**src/sv/tcb_spline_evaluator_defines.svh**
```systemverilog
// assertion macros for the spline evaluator
// expects clk and rst_n in the scope where a macro is used
`ifndef TCB_SPLINE_EVALUATOR_DEFINES_SVH
`define TCB_SPLINE_EVALUATOR_DEFINES_SVH

// same-cycle implication, disabled while in reset
`define TCB_ASSERT_IMPL(lbl, ante, cons, msg) \
  lbl: assert property (@(posedge clk) disable iff (!rst_n) (ante) |-> (cons)) \
    else $error(msg);

// next-cycle implication, disabled while in reset
`define TCB_ASSERT_NEXT(lbl, ante, cons, msg) \
  lbl: assert property (@(posedge clk) disable iff (!rst_n) (ante) |=> (cons)) \
    else $error(msg);

`endif

```
**src/sv/tcb_pkg.sv**
```systemverilog
// shared widths, constants and types for the spline evaluator
// no dependencies
package tcb_pkg;

  localparam int unsigned VAL_W      = 32;
  localparam int unsigned T_W        = 17;
  localparam int unsigned COEF_W     = 16;
  localparam int unsigned IDX_W      = 3;
  localparam int unsigned NUM_STAGES = 8;

  // tangent weights
  localparam int unsigned FAC_W     = COEF_W + 1;
  localparam int unsigned PAIR_W    = 2 * FAC_W;
  localparam int unsigned TRIP_W    = 3 * FAC_W;
  localparam int unsigned TRIPX_W   = TRIP_W + 1;
  localparam int unsigned WGT_SHIFT = 29;
  localparam int unsigned WGT_W     = 19;

  // tangents
  localparam int unsigned DIF_W     = VAL_W + 1;
  localparam int unsigned TPROD_W   = WGT_W + DIF_W;
  localparam int unsigned TSUM_W    = TPROD_W + 2;
  localparam int unsigned TAN_SHIFT = 14;
  localparam int unsigned TAN_W     = 37;

  // hermite basis
  localparam int unsigned FRAC_T  = 16;
  localparam int unsigned T2_W    = 2 * T_W;
  localparam int unsigned T3_W    = 3 * T_W;
  localparam int unsigned POLY_W  = T3_W + 4;
  localparam int unsigned H_SHIFT = 28;
  localparam int unsigned H_W     = 25;

  // blend
  localparam int unsigned HP_W      = H_W + VAL_W;
  localparam int unsigned HM_W      = H_W + TAN_W;
  localparam int unsigned ACC_W     = 64;
  localparam int unsigned OUT_SHIFT = 20;

  localparam logic signed [FAC_W-1:0]   Q14_ONE = FAC_W'(16384);
  localparam logic signed [TRIPX_W-1:0] WGT_RND = TRIPX_W'(1) << (WGT_SHIFT - 1);
  localparam logic signed [TSUM_W-1:0]  TAN_RND = TSUM_W'(1) << (TAN_SHIFT - 1);
  localparam logic signed [TSUM_W-1:0]  TAN_HI  =
    {{(TSUM_W - TAN_W + 1){1'b0}}, {(TAN_W - 1){1'b1}}};
  localparam logic signed [TSUM_W-1:0]  TAN_LO  =
    {{(TSUM_W - TAN_W + 1){1'b1}}, {(TAN_W - 1){1'b0}}};
  localparam logic signed [POLY_W-1:0]  ONE_Q48 = POLY_W'(1) << (3 * FRAC_T);
  localparam logic signed [POLY_W-1:0]  H_RND   = POLY_W'(1) << (H_SHIFT - 1);
  localparam logic signed [ACC_W-1:0]   OUT_RND = ACC_W'(1) << (OUT_SHIFT - 1);
  localparam logic signed [ACC_W-1:0]   SAT_HI  =
    {{(ACC_W - VAL_W + 1){1'b0}}, {(VAL_W - 1){1'b1}}};
  localparam logic signed [ACC_W-1:0]   SAT_LO  =
    {{(ACC_W - VAL_W + 1){1'b1}}, {(VAL_W - 1){1'b0}}};

  typedef enum logic [IDX_W-1:0] {
    REG_MODE,
    REG_TENSION_IN,
    REG_BIAS_IN,
    REG_CONTINUITY_IN,
    REG_TENSION_OUT,
    REG_BIAS_OUT,
    REG_CONTINUITY_OUT
  } cfg_idx_t;

  typedef enum logic {
    MODE_KB,
    MODE_HERMITE
  } mode_t;

  typedef struct packed {
    mode_t                    mode;
    logic signed [COEF_W-1:0] tension_in;
    logic signed [COEF_W-1:0] bias_in;
    logic signed [COEF_W-1:0] continuity_in;
    logic signed [COEF_W-1:0] tension_out;
    logic signed [COEF_W-1:0] bias_out;
    logic signed [COEF_W-1:0] continuity_out;
  } cfg_regs_t;

  typedef struct packed {
    logic signed [VAL_W-1:0] a;
    logic signed [VAL_W-1:0] b;
    logic signed [VAL_W-1:0] c;
    logic signed [VAL_W-1:0] d;
  } vals_t;

  // one advance strobe per pipeline register stage
  typedef struct packed {
    logic [NUM_STAGES-1:0] adv;
  } pipe_ctl_t;

endpackage

```
**src/sv/tcb_if.sv**
```systemverilog


interface tcb_cfg_if;
  logic                              valid;
  logic                              ready;
  logic [tcb_pkg::IDX_W-1:0]         index;
  logic [tcb_pkg::COEF_W-1:0]        data;

  modport source (output valid, index, data, input ready);
  modport sink   (input valid, index, data, output ready);
endinterface

```
**src/sv/tcb_cfg.sv**
```systemverilog
// configuration register file: mode and the six tension/bias/continuity values
// depends on tcb_pkg and tcb_cfg_if
module tcb_cfg (
  input  logic                clk,
  input  logic                rst_n,
  tcb_cfg_if.sink             cfg_ch,
  output tcb_pkg::cfg_regs_t  regs
);

  tcb_pkg::cfg_regs_t regs_r, regs_nxt;

  assign cfg_ch.ready = 1'b1;
  assign regs         = regs_r;

  always_comb begin
    regs_nxt = regs_r;
    if (cfg_ch.valid) begin
      unique case (cfg_ch.index)
        tcb_pkg::REG_MODE:           regs_nxt.mode = tcb_pkg::mode_t'(cfg_ch.data[0]);
        tcb_pkg::REG_TENSION_IN:     regs_nxt.tension_in     = $signed(cfg_ch.data);
        tcb_pkg::REG_BIAS_IN:        regs_nxt.bias_in        = $signed(cfg_ch.data);
        tcb_pkg::REG_CONTINUITY_IN:  regs_nxt.continuity_in  = $signed(cfg_ch.data);
        tcb_pkg::REG_TENSION_OUT:    regs_nxt.tension_out    = $signed(cfg_ch.data);
        tcb_pkg::REG_BIAS_OUT:       regs_nxt.bias_out       = $signed(cfg_ch.data);
        tcb_pkg::REG_CONTINUITY_OUT: regs_nxt.continuity_out = $signed(cfg_ch.data);
        default: ; // unmapped index, write dropped
      endcase
    end
  end

  always_ff @(posedge clk) begin
    if (!rst_n) begin
      regs_r <= '0;
    end else begin
      regs_r <= regs_nxt;
    end
  end

endmodule

```
**src/flat_wrapper.sv**
```systemverilog
// flat-port wrapper written by rule: the top's interface ports become plain ports
module tcb_cfg_flat 
  (clk, rst_n, regs, cfg_ch_valid, cfg_ch_index, cfg_ch_data, cfg_ch_ready);
  tcb_cfg_if cfg_ch_i ();
  input  logic clk;
  input  logic rst_n;
  output tcb_pkg::cfg_regs_t regs;
  input wire logic [$bits(cfg_ch_i.valid)-1:0] cfg_ch_valid;
  input wire logic [$bits(cfg_ch_i.index)-1:0] cfg_ch_index;
  input wire logic [$bits(cfg_ch_i.data)-1:0] cfg_ch_data;
  output wire logic [$bits(cfg_ch_i.ready)-1:0] cfg_ch_ready;
  assign cfg_ch_i.valid = cfg_ch_valid;
  assign cfg_ch_i.index = cfg_ch_index;
  assign cfg_ch_i.data = cfg_ch_data;
  assign cfg_ch_ready = cfg_ch_i.ready;
  tcb_cfg u_core (.clk(clk), .rst_n(rst_n), .cfg_ch(cfg_ch_i), .regs(regs));
endmodule
```
**config.mk**
```make
export PLATFORM = sky130hd
export DESIGN_NAME = tcb_cfg_flat
export DESIGN_NICKNAME = d
export VERILOG_FILES = /design/src/sv/tcb_spline_evaluator_defines.svh /design/src/sv/tcb_pkg.sv /design/src/sv/tcb_if.sv /design/src/sv/tcb_cfg.sv /design/src/flat_wrapper.sv
export SDC_FILE = /design/constraint.sdc
export NUM_CORES = 1
export LEC_CHECK = 0
export BUFFER_PORTS_ARGS = -buffer_cell sky130_fd_sc_hd__buf_2
export CAP_MARGIN = 20
export CELL_PAD_IN_SITES_DETAIL_PLACEMENT = 0
export CELL_PAD_IN_SITES_GLOBAL_PLACEMENT = 2
export CORE_ASPECT_RATIO = 0.8
export CORE_MARGIN = 5
export CORE_UTILIZATION = 30
export DETAILED_ROUTE_END_ITERATION = 10
export GPL_TIMING_DRIVEN = 0
export PLACE_DENSITY_LB_ADDON = 0.1
export SLEW_MARGIN = 20
export SYNTH_ARGS = -nofsm -noshare
export SYNTH_HDL_FRONTEND = slang
export SYNTH_SLANG_ARGS = --single-unit
```
**constraint.sdc**
```tcl
create_clock -name clk -period 1.15 [get_ports clk]
set_clock_uncertainty 0.1 [all_clocks]
set_input_delay 0.0575 -clock clk [delete_from_list [all_inputs] [get_ports clk]]
set_output_delay 0.0575 -clock clk [all_outputs]
set_load 0.01 [all_outputs]
```
==> impl_metrics.json <==
{
  "finalNonFillerCells": 621,
  "status": "finished with violations",
  "yosys.area_share.simple": 0.137,
  "die_w_um": 132,
  "p_int_mw": 5.66,
  "switchingPower_mw": 1.66,
  "crit_fanout": 2,
  "cts_tree": "built",
  "syn_nets": 363,
  "use_met1": 0.201,
  "r2r-start": "u_core.regs[60]",
  "ys.flop_type": "dfxtp_1",
  "grt_pass1_wl_mm": 16.8,
  "worstMarginPinSlew_ps": 601,
  "synth-xor-area-share": 0,
  "cap_violations": 0,
  "netlist_area_um2": 3600,
  "core_um2": 11600,
  "place_congestion": 0.737,
  "area_growth_pct": 30.7,
  "drt_iter0_drc": 98,
  "viasPerCell": 4.54,
  "hp-start": "cfg_ch_index[2]",
  "cts.path.max_buffers": 2,
  "cp_num_buf_inv": 1,
  "drt-pass1-iter-count": 4,
  "synth_fa_ha_area_frac": 0,
  "netlist_top_cells_area": "dfxtp_1, mux2i_1, nand2_1, buf_6, buf_2",
  "drive_gt1_frac": 0.328,
  "dr_total_vias": 2821,
  "insertion_delay_ps": 340,
  "slew_headroom": 0.600,
  "path_clk_slew_ps": 70,
  "grt_use_met3": 0.0553,
  "ir_drop_v": 0.000757,
  "synth.most_common_cell": "nand2_1",
  "slowest_stage": "dfxtp_1",
  "switching_share": 0.226,
  "hold_viol_final": 1,
  "violations": "negative hold slack",
  "cts_setup_buffers": 0,
  "grt_setup_unrepaired": "no",
  "setup_viol": 0,
  "die-height_um": 108,
  "path_class": "reg -> out",
  "finalCritPeriodShare": 0.893,
  "cts-resized-gates": 0,
  "synthMuxAreaShare": 0.270,
  "fin_util": 0.404,
  "dp_hpwl_mm": 7.93,
  "synthArstFlopShare": 0,
  "grt_use_total": 0.155,
  "yosysSeqAreaShare": 0.539,
  "hold_depth": 3,
  "yosys_warnings": 0,
  "pwr-share-clk": 0.457,
  "cts_num_sinks": 97,
  "ys_seq_elements": 97,
  "top_usage_layer": "met2",
  "routedWlPerCell_um": 17.4,
  "yosysTopAreaCellShare": 0.539,
  "htreeDepth": 3,
  "seqPwrFrac": 0.475,
  "r2r_slack_ps": 390,
  "global_route.usage.met2": 0.241,
  "largest_reg_flops": 97,
  "io_pins": 120,
  "setup.worst_path.end_class": "output port",
  "io_buffers": 117,
  "grt-ovfl-total": 0,
  "cts_made_buffers": 9,
  "final_antenna_net_count": 0,
  "path_delay_family": "flip-flops",
  "cellLeakagePower_nw": 2.59,
  "clockRootBuffer": "clkbuf_16",
  "min_to": "u_core.regs[96]",
  "num_antenna_cells": 0,
  "crit_required_ps": 990,
  "synth_cell_types": 13,
  "p_per_area_nw_per_um2": 1550,
  "yosysTopAreaCell": "dfxtp_1",
  "cp.arrival_ps": 870,
  "antenna_found_initial": 0,
  "layout.nets": 490,
  "cp_cell_sequence": "buf_2",
  "synth_edf_count": 0,
  "synth-compound-area-share": 0,
  "wl_mm": 10.8,
  "cp-start-kind": "register",
  "power_mw": 7.32,
  "placementRows": 35,
  "power_frac_comb": 0.068,
  "grt_start_max_net_pins": 17,
  "avgSynthCellArea_um2": 10.6,
  "worstReg2RegEnd": "u_core.regs[60]",
  "placed_cells": 606,
  "hold_class": "in -> reg",
  "crit_path_max_incr_delay_ps": 380,
  "yosys-top-cells-count": "nand2_1, dfxtp_1, mux2i_1, buf_2, buf_6",
  "fmax_mhz": 974,
  "setup_tns_ps": 0,
  "synth_top_family_by_area": "multiplexers",
  "start_util": 0.309,
  "slew_viol_final": 0,
  "min_period_ps": 1030,
  "die-area_um2": 14300,
  "drcViolationCount": 0,
  "grt_pass1_vias": 2951,
  "holdWs_ps": -26.0,
  "syn_inst": 341,
  "reg2regPathDepth": 2
}
[layout by cell type (no fill, tap or decap)]
| master | instances |
|---|---|
| inv_6 | 1 |
| mux2i_1 | 97 |
| bufinv_16 | 2 |
| clkbuf_1 | 3 |
| buf_4 | 5 |
| conb_1 | 1 |
| nand4b_1 | 3 |
| nor4b_1 | 1 |
| dfxtp_1 | 97 |
| nand2_1 | 113 |
| clkinv_4 | 2 |
| buf_2 | 127 |
| nand4bb_1 | 2 |
| buf_6 | 6 |
| and4bb_1 | 1 |
| clkbuf_8 | 2 |
| buf_12 | 1 |
| clkbuf_16 | 9 |
[worst max-delay path by stage]
stage	from	to	slack, ps	cells after the start
after detailed placement	rst_n	u_core.regs[40]	-210	5
after CTS	u_core.regs[56]	regs[56]	130	1
after global placement	rst_n	u_core.regs[38]	-140	5
after global routing	rst_n	u_core.regs[94]	50	5
after floorplan	rst_n	u_core.regs[44]	200	5
final	u_core.regs[60]	regs[60]	120	1
[cell type report]
class                   instances  area, um^2
flip-flops and latches         97        1940
plain buffers                  25         186
fillers                      1189        6940
clock inverters                 5        86.3
repair buffers                117         586
multi-input cells             218        1470
clock buffers                  11         253
well taps                     148         185
[cell families (layout without fill, tap and decap cells)]
kind of cell | Yosys count | in the layout
other | 1 | 1
flip-flops | 97 | 97
AND/OR/NAND/NOR | 120 | 120
buffers and inverters | 26 | 158
multiplexers | 97 | 97
[per-layer routing]
layer,share of wire,wire length [um],vias up
li1,-,-,1379
met1,0.46,5010,1345
met2,0.45,4850,83
met3,0.068,736,14
met4,0.019,202,0
met5,0,0,-
[power groups by stage]
stage / sequential (mW) / clock [mW] / combinational [mW]
6_report: 3.47 / 3.34 / 0.499
5_1_grt: 3.48 / 3.58 / 0.550
4_1_cts: 3.47 / 3.43 / 0.512
3_5_place_dp: 3.55 / 0 / 0.511
3_3_place_gp: 3.55 / 0 / 0.504
2_1_floorplan: 3.58 / 0 / 0.246
[through the flow]
step           hold slack [ps]  setup WS [ps]  area [um^2]
4_1_cts                  -42.6            131         4710
3_3_place_gp               322           -137         4370
3_5_place_dp               330           -210         4370
5_1_grt                  -5.68           54.9         4710
6_report                 -26.0            123         4710
2_1_floorplan              149            204         3600
Power figures use the tool's default switching activity.
