`config.mk`:
```
export PLATFORM = sky130hd
export DESIGN_NAME = tcb_basis
export DESIGN_NICKNAME = d
export VERILOG_FILES = /design/src/sv/tcb_spline_evaluator_defines.svh /design/src/sv/tcb_pkg.sv /design/src/sv/tcb_basis.sv
export SDC_FILE = /design/constraint.sdc
export NUM_CORES = 2
export LEC_CHECK = 0
export ABC_CLOCK_PERIOD_IN_PS = 6800
export BUFFER_PORTS_ARGS = -buffer_cell sky130_fd_sc_hd__buf_4
export CAP_MARGIN = 20
export CORE_AREA = 8 8 387 389
export CTS_BUF_LIST = sky130_fd_sc_hd__clkbuf_16
export CTS_CLUSTER_SIZE = 8
export DETAILED_ROUTE_END_ITERATION = 10
export DIE_AREA = 0 0 395 397
export SLEW_MARGIN = 20
export SYNTH_ARGS = -nofsm -noshare
export SYNTH_HDL_FRONTEND = slang
export SYNTH_SLANG_ARGS = --single-unit
```
`constraint.sdc`:
```
create_clock -name clk -period 6.8 [get_ports clk]
set_input_delay 0.68 -clock clk [delete_from_list [all_inputs] [get_ports clk]]
set_output_delay 0.68 -clock clk [all_outputs]
set_load 0.1 [all_outputs]
```
`src/sv/tcb_spline_evaluator_defines.svh`:
```
// assertion macros for the spline evaluator
// expects clk and rst_n in the scope where a macro is used
`ifndef TCB_SPLINE_EVALUATOR_DEFINES_SVH
`define TCB_SPLINE_EVALUATOR_DEFINES_SVH

// same-cycle implication, disabled while in reset
`define TCB_ASSERT_IMPL(lbl, ante, cons, msg) \
  lbl: assert property (@(posedge clk) disable iff (!rst_n) (ante) |-> (cons)) \
    else $error(msg);

// next-cycle implication, disabled while in reset
`define TCB_ASSERT_NEXT(lbl, ante, cons, msg) \
  lbl: assert property (@(posedge clk) disable iff (!rst_n) (ante) |=> (cons)) \
    else $error(msg);

`endif

```
`src/sv/tcb_pkg.sv`:
```
// shared widths, constants and types for the spline evaluator
// no dependencies
package tcb_pkg;

  localparam int unsigned VAL_W      = 32;
  localparam int unsigned T_W        = 17;
  localparam int unsigned COEF_W     = 16;
  localparam int unsigned IDX_W      = 3;
  localparam int unsigned NUM_STAGES = 8;

  // tangent weights
  localparam int unsigned FAC_W     = COEF_W + 1;
  localparam int unsigned PAIR_W    = 2 * FAC_W;
  localparam int unsigned TRIP_W    = 3 * FAC_W;
  localparam int unsigned TRIPX_W   = TRIP_W + 1;
  localparam int unsigned WGT_SHIFT = 29;
  localparam int unsigned WGT_W     = 19;

  // tangents
  localparam int unsigned DIF_W     = VAL_W + 1;
  localparam int unsigned TPROD_W   = WGT_W + DIF_W;
  localparam int unsigned TSUM_W    = TPROD_W + 2;
  localparam int unsigned TAN_SHIFT = 14;
  localparam int unsigned TAN_W     = 37;

  // hermite basis
  localparam int unsigned FRAC_T  = 16;
  localparam int unsigned T2_W    = 2 * T_W;
  localparam int unsigned T3_W    = 3 * T_W;
  localparam int unsigned POLY_W  = T3_W + 4;
  localparam int unsigned H_SHIFT = 28;
  localparam int unsigned H_W     = 25;

  // blend
  localparam int unsigned HP_W      = H_W + VAL_W;
  localparam int unsigned HM_W      = H_W + TAN_W;
  localparam int unsigned ACC_W     = 64;
  localparam int unsigned OUT_SHIFT = 20;

  localparam logic signed [FAC_W-1:0]   Q14_ONE = FAC_W'(16384);
  localparam logic signed [TRIPX_W-1:0] WGT_RND = TRIPX_W'(1) << (WGT_SHIFT - 1);
  localparam logic signed [TSUM_W-1:0]  TAN_RND = TSUM_W'(1) << (TAN_SHIFT - 1);
  localparam logic signed [TSUM_W-1:0]  TAN_HI  =
    {{(TSUM_W - TAN_W + 1){1'b0}}, {(TAN_W - 1){1'b1}}};
  localparam logic signed [TSUM_W-1:0]  TAN_LO  =
    {{(TSUM_W - TAN_W + 1){1'b1}}, {(TAN_W - 1){1'b0}}};
  localparam logic signed [POLY_W-1:0]  ONE_Q48 = POLY_W'(1) << (3 * FRAC_T);
  localparam logic signed [POLY_W-1:0]  H_RND   = POLY_W'(1) << (H_SHIFT - 1);
  localparam logic signed [ACC_W-1:0]   OUT_RND = ACC_W'(1) << (OUT_SHIFT - 1);
  localparam logic signed [ACC_W-1:0]   SAT_HI  =
    {{(ACC_W - VAL_W + 1){1'b0}}, {(VAL_W - 1){1'b1}}};
  localparam logic signed [ACC_W-1:0]   SAT_LO  =
    {{(ACC_W - VAL_W + 1){1'b1}}, {(VAL_W - 1){1'b0}}};

  typedef enum logic [IDX_W-1:0] {
    REG_MODE,
    REG_TENSION_IN,
    REG_BIAS_IN,
    REG_CONTINUITY_IN,
    REG_TENSION_OUT,
    REG_BIAS_OUT,
    REG_CONTINUITY_OUT
  } cfg_idx_t;

  typedef enum logic {
    MODE_KB,
    MODE_HERMITE
  } mode_t;

  typedef struct packed {
    mode_t                    mode;
    logic signed [COEF_W-1:0] tension_in;
    logic signed [COEF_W-1:0] bias_in;
    logic signed [COEF_W-1:0] continuity_in;
    logic signed [COEF_W-1:0] tension_out;
    logic signed [COEF_W-1:0] bias_out;
    logic signed [COEF_W-1:0] continuity_out;
  } cfg_regs_t;

  typedef struct packed {
    logic signed [VAL_W-1:0] a;
    logic signed [VAL_W-1:0] b;
    logic signed [VAL_W-1:0] c;
    logic signed [VAL_W-1:0] d;
  } vals_t;

  // one advance strobe per pipeline register stage
  typedef struct packed {
    logic [NUM_STAGES-1:0] adv;
  } pipe_ctl_t;

endpackage

```
`src/sv/tcb_basis.sv`:
```
// hermite basis generator: t^2, t^3, the four cubic polynomials, rounding to Q20
// depends on tcb_pkg; results land in stage 5 to line up with the tangents
module tcb_basis (
  input  logic                            clk,
  input  tcb_pkg::pipe_ctl_t              ctl,
  input  logic [tcb_pkg::T_W-1:0]         param_t,
  output logic signed [tcb_pkg::H_W-1:0]  h [4]   // h00, h10, h11, h01
);

  logic [tcb_pkg::T_W-1:0]          t_s1_r, t_s2_r;
  logic [tcb_pkg::T2_W-1:0]         t2_s1_r, t2_s2_r;
  logic [tcb_pkg::T3_W-1:0]         t3_s2_r;
  logic signed [tcb_pkg::POLY_W-1:0] poly_s3_r [4];
  logic signed [tcb_pkg::H_W-1:0]    h_s4_r [4];
  logic signed [tcb_pkg::H_W-1:0]    h_s5_r [4];

  logic signed [tcb_pkg::POLY_W-1:0] t2q, t3q, tq;
  logic signed [tcb_pkg::POLY_W-1:0] poly_nxt [4];
  logic signed [tcb_pkg::POLY_W-1:0] hr [4];

  // everything in Q48
  always_comb begin
    t2q = tcb_pkg::POLY_W'(t2_s2_r) << tcb_pkg::FRAC_T;
    t3q = tcb_pkg::POLY_W'(t3_s2_r);
    tq  = tcb_pkg::POLY_W'(t_s2_r) << (2 * tcb_pkg::FRAC_T);
    poly_nxt[0] = (t3q <<< 1) - (t2q <<< 1) - t2q + tcb_pkg::ONE_Q48;
    poly_nxt[1] = t3q - (t2q <<< 1) + tq;
    poly_nxt[2] = t3q - t2q;
    poly_nxt[3] = (t2q <<< 1) + t2q - (t3q <<< 1);
  end

  always_comb begin
    for (int i = 0; i < 4; i++) begin
      hr[i] = (poly_s3_r[i] + tcb_pkg::H_RND) >>> tcb_pkg::H_SHIFT;
    end
  end

  always_ff @(posedge clk) begin
    if (ctl.adv[0]) begin
      t_s1_r  <= param_t;
      t2_s1_r <= tcb_pkg::T2_W'(param_t) * tcb_pkg::T2_W'(param_t);
    end
    if (ctl.adv[1]) begin
      t_s2_r  <= t_s1_r;
      t2_s2_r <= t2_s1_r;
      t3_s2_r <= tcb_pkg::T3_W'(t2_s1_r) * tcb_pkg::T3_W'(t_s1_r);
    end
    for (int i = 0; i < 4; i++) begin
      if (ctl.adv[2]) poly_s3_r[i] <= poly_nxt[i];
      if (ctl.adv[3]) h_s4_r[i]    <= tcb_pkg::H_W'(hr[i]);
      if (ctl.adv[4]) h_s5_r[i]    <= h_s4_r[i];
    end
  end

  assign h = h_s5_r;

endmodule

```
==> load_flow_metrics.sql <==
INSERT INTO impl_metrics (metric_group, metric, value, unit) VALUES
('routing', 'drt_first_iter_violations', '1733', ''),
('synthesis', 'yosys.area_share.simple', '0.1237', ''),
('synthesis', 'synthesis.area_per_instance', '10.25', 'µm²'),
('grt', 'grt_max_degree', '74', ''),
('min_path', 'min-delay-path-class', 'in -> reg', ''),
('critical_path', 'crit_path_max_incr_delay', '0.56', 'ns'),
('routing', 'wl_per_cell', '16.00', 'µm'),
('sta', 'post-route-min-period', '6.608', 'ns'),
('synthesis', 'syn_inst', '4870', ''),
('critical_path', 'crit_top_cell', 'sky130_fd_sc_hd__fa_1', ''),
('critical_path', 'critical_path_class', 'reg -> reg', ''),
('floorplan', 'design.portCount', '126', ''),
('grt', 'first_pass_grt_wire_length', '187600', 'µm'),
('place', 'preCtsSetupSlack', '-0.4325', 'ns'),
('clocking', 'clk_pin_slew', '0.05', 'ns'),
('critical_path', 'timing.critical_path.slowest_stage_cell', 'sky130_fd_sc_hd__fa_2', ''),
('finish', 'syn_to_final_growth', '14.33', '%'),
('clocking', 'numClockSinks', '451', ''),
('place', 'place.detailed.hpwl', '93790', 'µm'),
('routing', 'route.detailed.drc', '0', ''),
('synthesis', 'synth.area.mux_share', '0.0002255', ''),
('critical_path', 'worst-path-buf-inv', '7', ''),
('sta', 'timing.final.crit_share', '0.9718', ''),
('critical_path', 'cpLargestDelayFamily', 'adder cells', ''),
('critical_path', 'max_fanout_on_critical_path', '6', ''),
('critical_path', 'regToRegStartpoint', 't_s1_r[6]', ''),
('floorplan', 'die_footprint', '156800', 'µm²'),
('routing', 'ant_nets', '0', ''),
('synthesis', 'netlist.area_leader.share', '0.2762', ''),
('clocking', 'clockRootBuffer', 'sky130_fd_sc_hd__clkbuf_16', ''),
('floorplan', 'die_w', '395', 'µm'),
('synthesis', 'post_synth_most_frequent_cells', 'sky130_fd_sc_hd__inv_1 (980), sky130_fd_sc_hd__fa_1 (689), sky130_fd_sc_hd__nand2_1 (526), sky130_fd_sc_hd__ha_1 (464), sky130_fd_sc_hd__edfxtp_1 (451)', ''),
('sta', 'totalNegativeSetupSlack', '0', 'ns'),
('critical_path', 'cp.required', '7.16', 'ns'),
('floorplan', 'floorplan.initialDensity', '0.3464', ''),
('sta', 'maxClockFrequency', '0.1513', 'GHz'),
('place', 'port_buffers', '122', ''),
('synthesis', 'synth-edff-count', '451', ''),
('critical_path', 'worstPathArrival', '6.96', 'ns'),
('synthesis', 'synthAdderAreaFrac', '0.3925', ''),
('floorplan', 'row_count', '140', ''),
('synthesis', 'synth_largest_area_cell', 'sky130_fd_sc_hd__fa_1', ''),
('sta', 'worst_setup_slack_after_layout', '0.1917', 'ns'),
('finish', 'fillCellCount', '14070', ''),
('outcome', 'run_status', 'finished, final reports clean', ''),
('clocking', 'ctsHtreeMaxLevel', '3', ''),
('sta', 'final_report_max_slew_violation_count', '0', ''),
('synthesis', 'synth_async_sr_flop_share', '0', ''),
('synthesis', 'synthXorXnorAreaFrac', '0.05219', ''),
('min_path', 'hold_path_end', 't_s1_r[6]', ''),
('critical_path', 'worstSetupStartpointType', 'register', ''),
('clocking', 'cts_inserted_buffers', '67', ''),
('finish', 'share_of_post_route_cells_with_drive_strength_above_1', '0.1012', ''),
('synthesis', 'synth_top_family_by_area', 'adder cells', ''),
('grt', 'antenna_found_initial', '2', ''),
('floorplan', 'die-height', '397', 'µm'),
('sta', 'timing.final.setup_violations', '0', ''),
('synthesis', 'post-synth-top-count-cell', 'sky130_fd_sc_hd__inv_1', ''),
('grt', 'globalRouteTotalUtil', '0.1456', ''),
('critical_path', 'critPathCaptureType', 'register', ''),
('critical_path', 'rr_worst_depth', '26', ''),
('grt', 'globalRouteOverflowTotal', '0', ''),
('grt', 'vias_in_the_first_global_route', '35930', ''),
('synthesis', 'fraction_of_the_mapped_netlist_area_in_compound_gates', '0.07714', ''),
('place', 'gp_routability_congestion', '0.8722', ''),
('clocking', 'clkLatencyLatePin', '0.62', 'ns'),
('synthesis', 'synth_top_flop_cell', 'sky130_fd_sc_hd__edfxtp_1', ''),
('synthesis', 'ys_seq_elements', '451', ''),
('synthesis', 'syn-cell-area', '49940', 'µm²'),
('clocking', 'cts-root-to-sink-buffers', '3', ''),
('routing', 'length_of_the_first_detailed_routing_pass_in_iterations', '6', '');
through the flow:
stage / area (µm²) / instances / hold WS, ns / utilization
after global routing: 57090 / 7133 / 0.3360 / 0.3960
after detailed placement: 54810 / 7036 / 0.4045 / 0.3802
after floorplan: 49940 / 4870 / 0.4003 / -
final: 57090 / 7133 / 0.3657 / 0.3960
after global placement: 54810 / 7036 / 0.4045 / 0.3802
after CTS: 56710 / 7120 / 0.3212 / 0.3934
worst reg2reg max path: stages, from the launching register on:
cell	delay, ns
sky130_fd_sc_hd__edfxtp_1	0.37
sky130_fd_sc_hd__buf_6	0.15
sky130_fd_sc_hd__buf_4	0.16
sky130_fd_sc_hd__and2_1	0.16
sky130_fd_sc_hd__fa_1	0.51
sky130_fd_sc_hd__inv_1	0.05
sky130_fd_sc_hd__fa_2	0.56
sky130_fd_sc_hd__fa_1	0.42
sky130_fd_sc_hd__inv_1	0.08
sky130_fd_sc_hd__fa_1	0.44
sky130_fd_sc_hd__fa_1	0.54
sky130_fd_sc_hd__inv_1	0.05
sky130_fd_sc_hd__fa_1	0.53
sky130_fd_sc_hd__inv_1	0.05
sky130_fd_sc_hd__ha_1	0.30
sky130_fd_sc_hd__a21o_1	0.18
sky130_fd_sc_hd__a21o_1	0.18
sky130_fd_sc_hd__a21oi_2	0.16
sky130_fd_sc_hd__nor3_1	0.07
sky130_fd_sc_hd__a2111oi_2	0.31
sky130_fd_sc_hd__buf_4	0.19
sky130_fd_sc_hd__a21oi_2	0.07
sky130_fd_sc_hd__o21ai_2	0.25
sky130_fd_sc_hd__nand2_2	0.16
sky130_fd_sc_hd__a211oi_2	0.19
sky130_fd_sc_hd__o21bai_1	0.09
sky130_fd_sc_hd__xor2_1	0.14
sequential cells by signal (all words and copies together) (netlist names):
register / count
t_s2_r: 16
t3_s2_r: 50
t2_s2_r: 33
t2_s1_r: 32
h: 100
t_s1_r: 17
poly_s3_r: 103
h_s4_r: 100
cells by family (layout without fill, tap and decap cells):
group / Yosys count / count (layout)
simple gates: 1276 / 1276
fa+ha+maj: 1153 / 1153
buf+inv: 1105 / 1450
compound gates: 588 / 588
flops: 451 / 451
xor+xnor: 296 / 296
mux: 1 / 1
other cells: 0 / 1
routing by layer:
layer  track usage  wire, µm  vias to the layer above
li1              -         -                    16250
met1        0.1990     52830                    16650
met2        0.2430     52900                      754
met3       0.01882      5595                      149
met4       0.04163      2794                        0
met5             0         0                        -
repair_timing:
| item | CTS | global route |
|---|---|---|
| gates cloned | 0 | 0 |
| endpoints found under the setup margin | 16 | 19 |
| setup buffers | 2 | 14 |
| hold buffers | 0 | 0 |
| pin swaps | 5 | 35 |
| gates resized for setup | 15 | 65 |
area by class of cell:
type / count / area, µm² / share of cell area
flip-flops and latches: 451 / 13540 / 0.2372
diodes: 1 / 2.502 / 0.00004383
repair buffers: 388 / 3148 / 0.05514
multi-input cells: 3314 / 32490 / 0.5690
clock buffers: 68 / 1702 / 0.02980
inverters: 980 / 3679 / 0.06443
well taps: 1917 / 2399 / 0.04201
clock inverters: 14 / 133.9 / 0.002345
placed cells by master (no fill, tap or decap), drive strengths merged, types with 30 or more instances in the layout:
cell type,instances
and2,291
nor2b,31
o21bai,30
ha,464
clkbuf,68
nand2b,35
nand3,83
nor2,159
and3,43
a21o,105
xor2,85
buf,388
inv,987
edfxtp,451
nand4,38
nand2,526
fa,689
a21oi,192
o21ai,89
o21a,40
nor3,30
xnor2,210
how the worst max path moves through the flow:
stage	start	endpoint	slack [ns]	cells after the start
after floorplan	t2_s1_r[8]	t3_s2_r[43]	0.17	24
after global placement	t_s1_r[6]	t3_s2_r[49]	-0.40	25
after detailed placement	t_s1_r[6]	t3_s2_r[49]	-0.43	25
after CTS	t_s1_r[5]	t3_s2_r[45]	0.005	24
after global routing	t_s1_r[6]	t3_s2_r[43]	-0.09	26
final	t_s1_r[6]	t3_s2_r[43]	0.19	26
Power is left out: the tool's default activity adds up to more than one toggle a clock period on the data nets, which glitch-free logic cannot reach.
